File: config.mk
export PLATFORM = sky130hd
export DESIGN_NAME = cau_div_step
export DESIGN_NICKNAME = d
export VERILOG_FILES = /design/src/cau_pkg.sv /design/src/cau_div_step.sv
export SDC_FILE = /design/constraint.sdc
export NUM_CORES = 1
export LEC_CHECK = 0
export BUFFER_PORTS_ARGS = -buffer_cell sky130_fd_sc_hd__clkbuf_2
export CORE_AREA = 2 2 173 175
export DETAILED_ROUTE_END_ITERATION = 8
export DIE_AREA = 0 0 175 177
export MAX_ROUTING_LAYER = met4
export PLACE_DENSITY = 0.67
export SETUP_SLACK_MARGIN = 0.15
export SLEW_MARGIN = 20
export SYNTH_ARGS = -nofsm -noshare
export SYNTH_HDL_FRONTEND = slang
export SYNTH_SLANG_ARGS = --single-unit
File: constraint.sdc
create_clock -name clk -period 2 [get_ports clk]
set_input_delay 0.2 -clock clk [delete_from_list [all_inputs] [get_ports clk]]
set_output_delay 0.2 -clock clk [all_outputs]
set_load 0.005 [all_outputs]
File: src/cau_pkg.sv
// cau_pkg: shared types, operation codes and saturation helpers for the
// complex arithmetic unit; no dependencies
package cau_pkg;

    typedef enum logic [1:0] {
        OP_ADD = 2'd0,
        OP_SUB = 2'd1,
        OP_MUL = 2'd2,
        OP_DIV = 2'd3
    } op_t;

    localparam int PART_W = 16;
    localparam int QUOT_W = 16;
    localparam int WIDE_W = 33;

    // per-item information carried alongside the divider
    typedef struct packed {
        logic              is_div;
        logic              dz;
        logic              big_re;
        logic              big_im;
        logic              neg_re;
        logic              neg_im;
        logic              ovf;
        logic [PART_W-1:0] re;
        logic [PART_W-1:0] im;
    } side_t;

    // returns {overflow, value}
    function automatic logic [PART_W:0] sat_wide(input logic signed [WIDE_W-1:0] x);
        logic [PART_W:0] r;
        if (x > $signed(WIDE_W'(32767)))
            r = {1'b1, 16'h7fff};
        else if (x < -$signed(WIDE_W'(32768)))
            r = {1'b1, 16'h8000};
        else
            r = {1'b0, x[PART_W-1:0]};
        return r;
    endfunction

    // signs and saturates a quotient magnitude, returns {overflow, value}
    function automatic logic [PART_W:0] div_part(input logic big, input logic neg,
                                                 input logic [QUOT_W-1:0] q);
        logic [PART_W:0] r;
        if (big)
            r = {1'b1, (neg ? 16'h8000 : 16'h7fff)};
        else if (neg)
            r = (q > 16'd32768) ? {1'b1, 16'h8000} : {1'b0, (~q) + 16'd1};
        else
            r = (q > 16'd32767) ? {1'b1, 16'h7fff} : {1'b0, q};
        return r;
    endfunction

endpackage

File: src/cau_div_step.sv
// cau_div_step: one registered restoring-division step for both parts
// depends on cau_pkg
module cau_div_step
    import cau_pkg::*;
#(
    parameter int W = 49,
    parameter int K = 15
)(
    input  logic              clk,
    input  logic              rst_n,
    input  logic              en,
    input  logic              in_valid,
    input  logic [W-1:0]      in_rem_re,
    input  logic [W-1:0]      in_rem_im,
    input  logic [W-1:0]      in_den,
    input  logic [QUOT_W-1:0] in_q_re,
    input  logic [QUOT_W-1:0] in_q_im,
    input  side_t             in_side,
    output logic              out_valid,
    output logic [W-1:0]      out_rem_re,
    output logic [W-1:0]      out_rem_im,
    output logic [W-1:0]      out_den,
    output logic [QUOT_W-1:0] out_q_re,
    output logic [QUOT_W-1:0] out_q_im,
    output side_t             out_side
);
    logic              valid_reg;
    logic [W-1:0]      rem_re_reg, rem_im_reg, den_reg;
    logic [QUOT_W-1:0] q_re_reg, q_im_reg;
    side_t             side_reg;

    logic [W-1:0]      sh;
    logic              ge_re, ge_im;
    logic [QUOT_W-1:0] q_re_next, q_im_next;

    always_comb
    begin
        sh        = in_den << K;
        ge_re     = (in_rem_re >= sh);
        ge_im     = (in_rem_im >= sh);
        q_re_next = in_q_re;
        q_im_next = in_q_im;
        q_re_next[K] = ge_re;
        q_im_next[K] = ge_im;
    end

    always_ff @(posedge clk or negedge rst_n)
    begin
        if (!rst_n)
            valid_reg <= 1'b0;
        else if (en)
            valid_reg <= in_valid;
    end

    always_ff @(posedge clk)
    begin
        if (en)
        begin
            rem_re_reg <= ge_re ? in_rem_re - sh : in_rem_re;
            rem_im_reg <= ge_im ? in_rem_im - sh : in_rem_im;
            den_reg    <= in_den;
            q_re_reg   <= q_re_next;
            q_im_reg   <= q_im_next;
            side_reg   <= in_side;
        end
    end

    assign out_valid  = valid_reg;
    assign out_rem_re = rem_re_reg;
    assign out_rem_im = rem_im_reg;
    assign out_den    = den_reg;
    assign out_q_re   = q_re_reg;
    assign out_q_im   = q_im_reg;
    assign out_side   = side_reg;
endmodule

==> run metrics <==
status=finished, violations left; failing checks=negative setup slack; Hold Fails Final Rpt=0; commonest cells after routing, fill and taps aside=435 x clkbuf_2, 291 x buf_4, 218 x edfxtp_1; Worst-Margin Slew=0.447 ns; Post-synth EDFFs=218; post-DR vias/cell=5.05; Pre-antenna DRT Iters=5; worst skew pair latency=0.51 ns; GRT Total Usage=27.8%; pre-CTS setup slack=-1.13 ns; Synth Warn #=0; Layout area overhead=73.5%; largest net degree at the start of global routing=53; Tot Pwr=14.2 mW; Max Used Layer=met4; CTS HTree Levels=1; Leakage Power=9.12 nW; switching power total=3.99 mW; PortBufs=438; Die ar.=31,000 sq um; CORE AREA=29,200 sq um; min cycle time layout=2.50 ns; skew final=0 ns; Synth Area in XOR/XNOR=4.37%; Reg2Reg Depth=1; Worst setup EP type=register; vias=11.6k; post-synthesis adder-cell area fraction=7.80%; Num Clock Sinks=219; count of cell types in the netlist=67; worst-path maximum fanout=2; sequential share of power=40.6%; main flop type after synthesis=edfxtp_1; RSZ-0062 raised after global routing=true; row count=63; Simple-Gate Fraction of Synth Area=9.67%; Final nets=2,174; asr flop ratio synth=0.457%; Worst setup SP type=input pin; largest family of logic cells by synthesized area=compound AO/OA/AOI/OAI gates; type of the tightest min-delay check=in2reg; initial core utilization=39.1%; overall die width=175 um; gpl congestion=0.943; Clk network pwr share=29.4%; Finish-stage setup viols=70; average size of a mapped cell=12.0 sq um; r2r setup slk=1.25 ns; CP startpoint=in_rem_re[15]; num ports=441; met2 routed WL=22,800 um; Mapped Cells=950; Final Slew Violations=0; Netlist Area Pre-Place=11,400 sq um; clk buf depth=3; Root Driver=clkbuf_16; highest clock rate=400 MHz; wl on met1=16,900 um; min-delay src=in_rem_re[27]; wire per inst=19.2 um; Internal=10.2 mW; Worst Path Arrival=2.80 ns; HPWL after DPL=31,800 um; 1st-iter DRT viols=738; CTS Buf Count=24; CP Data Required Time=2.29 ns; first-pass GRT wire length=64,600 um; met3 wire length=2190 um; synthesized flop and latch total=219; die height=177 um; Pwr Density=716 nW/um^2; post-synthesis mux area share=1.56%; detailed-route wire length=44,000 um; most common cell after layout, fill and taps aside=clkbuf_2; Synthesized Nets=1,242; Synth Area in Compound Gates=16.0%; period utilization=125%; worst setup margin=-0.502 ns; fillers=2,141; Final Core Density=67.8%; Worst Setup Path Type=in2reg; Congestion Overflow GR=0; Comb pwr share=30.0%; worst relative slew slack=69.9%; layout cell share with drive strength beyond 1=48.9%; Reg clk slew, reported paths=0.07 ns; initial antenna violation count=2; hold path depth=3; switching share of power=28.1%; Remaining DRCs=0; Peak VDD IR=0.000541 V; CTS tree=built; Max-Cap Viols=0; vias in the first global route=11.8k; post-synthesis sequential area ratio=57.5%; post-route ant nets=0; worst reg2reg path startpoint=out_valid$_DFFE_PN0P_
-- power by group through the flow --
stage	logic, mW	clock network [mW]	registers, mW
4_1_cts	4.05	4.24	5.75
3_3_place_gp	3.46	0	5.83
2_1_floorplan	1.55	0	5.88
5_1_grt	4.56	4.44	5.80
6_report	4.26	4.18	5.76
3_5_place_dp	3.51	0	5.84
-- stage by stage --
step	instance area, sq um	std cells	TNS [ns]	hold slack [ns]
6_report	19800	2291	-21.48	0.0115
5_1_grt	19800	2291	-27.98	0.0146
4_1_cts	19500	2279	-24.13	0.000675
3_5_place_dp	16600	2043	-62.27	-0.0238
3_3_place_gp	16600	2043	-60.44	-0.0254
2_1_floorplan	11800	950	-29.80	-0.0956
-- final timing paths --
check	endpoint
max in group asynchronous	out_valid$_DFFE_PN0P_
worst max-delay path	out_rem_re[47]$_DFFE_PP_
worst min-delay path	out_rem_re[27]$_DFFE_PP_
worst min register to register	out_valid$_DFFE_PN0P_
min in group asynchronous	out_valid$_DFFE_PN0P_
worst max register to register	out_valid$_DFFE_PN0P_
-- flip-flops by register name, summed over array words and instances, names as in the netlist --
signal,count
out_q_re,16
out_den,49
out_valid,1
out_q_im,16
out_rem_re,49
out_side,39
out_rem_im,49
-- synthesized netlist by cell type, types with 13 or more instances --
cell	count	area, sq um
ha_1	68	851
xor2_1	27	236
nand3_1	19	95.1
nand4_1	16	100
mux2_2	14	158
a21oi_1	76	380
clkbuf_1	14	52.6
nor2b_1	13	81.3
nor2_1	50	188
inv_1	48	180
a21o_1	40	300
a31oi_1	14	87.6
nand2_1	79	297
o21ai_0	61	305
edfxtp_1	218	6550
and3_1	13	81.3
xnor2_1	30	263
-- per-layer routing --
layer / GRT usage (%) / vias up
met5: - / -
met4: 11.6 / 0
met3: 3.03 / 119
met2: 50.4 / 462
met1: 31.4 / 5531
li1: - / 5462
-- area by class of cell --
| type | instances | area, sq um | area share (%) |
|---|---|---|---|
| multi-input combinational | 651 | 5030 | 25.4 |
| clock buffer | 27 | 612 | 3.09 |
| inverter | 48 | 205 | 1.04 |
| clock inverter | 16 | 124 | 0.625 |
| sequential | 219 | 6570 | 33.2 |
| tap | 390 | 488 | 2.46 |
| timing repair buffer | 938 | 6780 | 34.2 |
| antenna | 2 | 5.00 | 0.0253 |
-- cell families after synthesis --
| kind of cell | Yosys count |
|---|---|
| multiplexers | 16 |
| AO/OA/AOI/OAI | 276 |
| AND/OR/NAND/NOR | 232 |
| buffers and inverters | 80 |
| adder cells (fa/ha/maj) | 70 |
| flip-flops | 219 |
| XOR/XNOR | 57 |
-- worst max-delay path, stage by stage --
cell       delay, ns
clkbuf_16       0.12
inv_12          0.03
ha_4            0.17
fa_2            0.35
and2b_1         0.23
o2111ai_2       0.14
a211oi_2        0.37
o31ai_4         0.15
a2111oi_4       0.38
o2111ai_2       0.16
a21oi_2         0.15
xor2_1          0.09
mux2_4          0.25
-- timing repair --
action                                 CTS  global route
setup endpoints to repair               70            70
pin swaps                               23            10
buffers inserted                        19             7
endpoints found under the hold margin  169             1
resized for setup                       60            47
hold buffers                           170             1
cloned                                   4             2
Power figures use the tool's default switching activity.
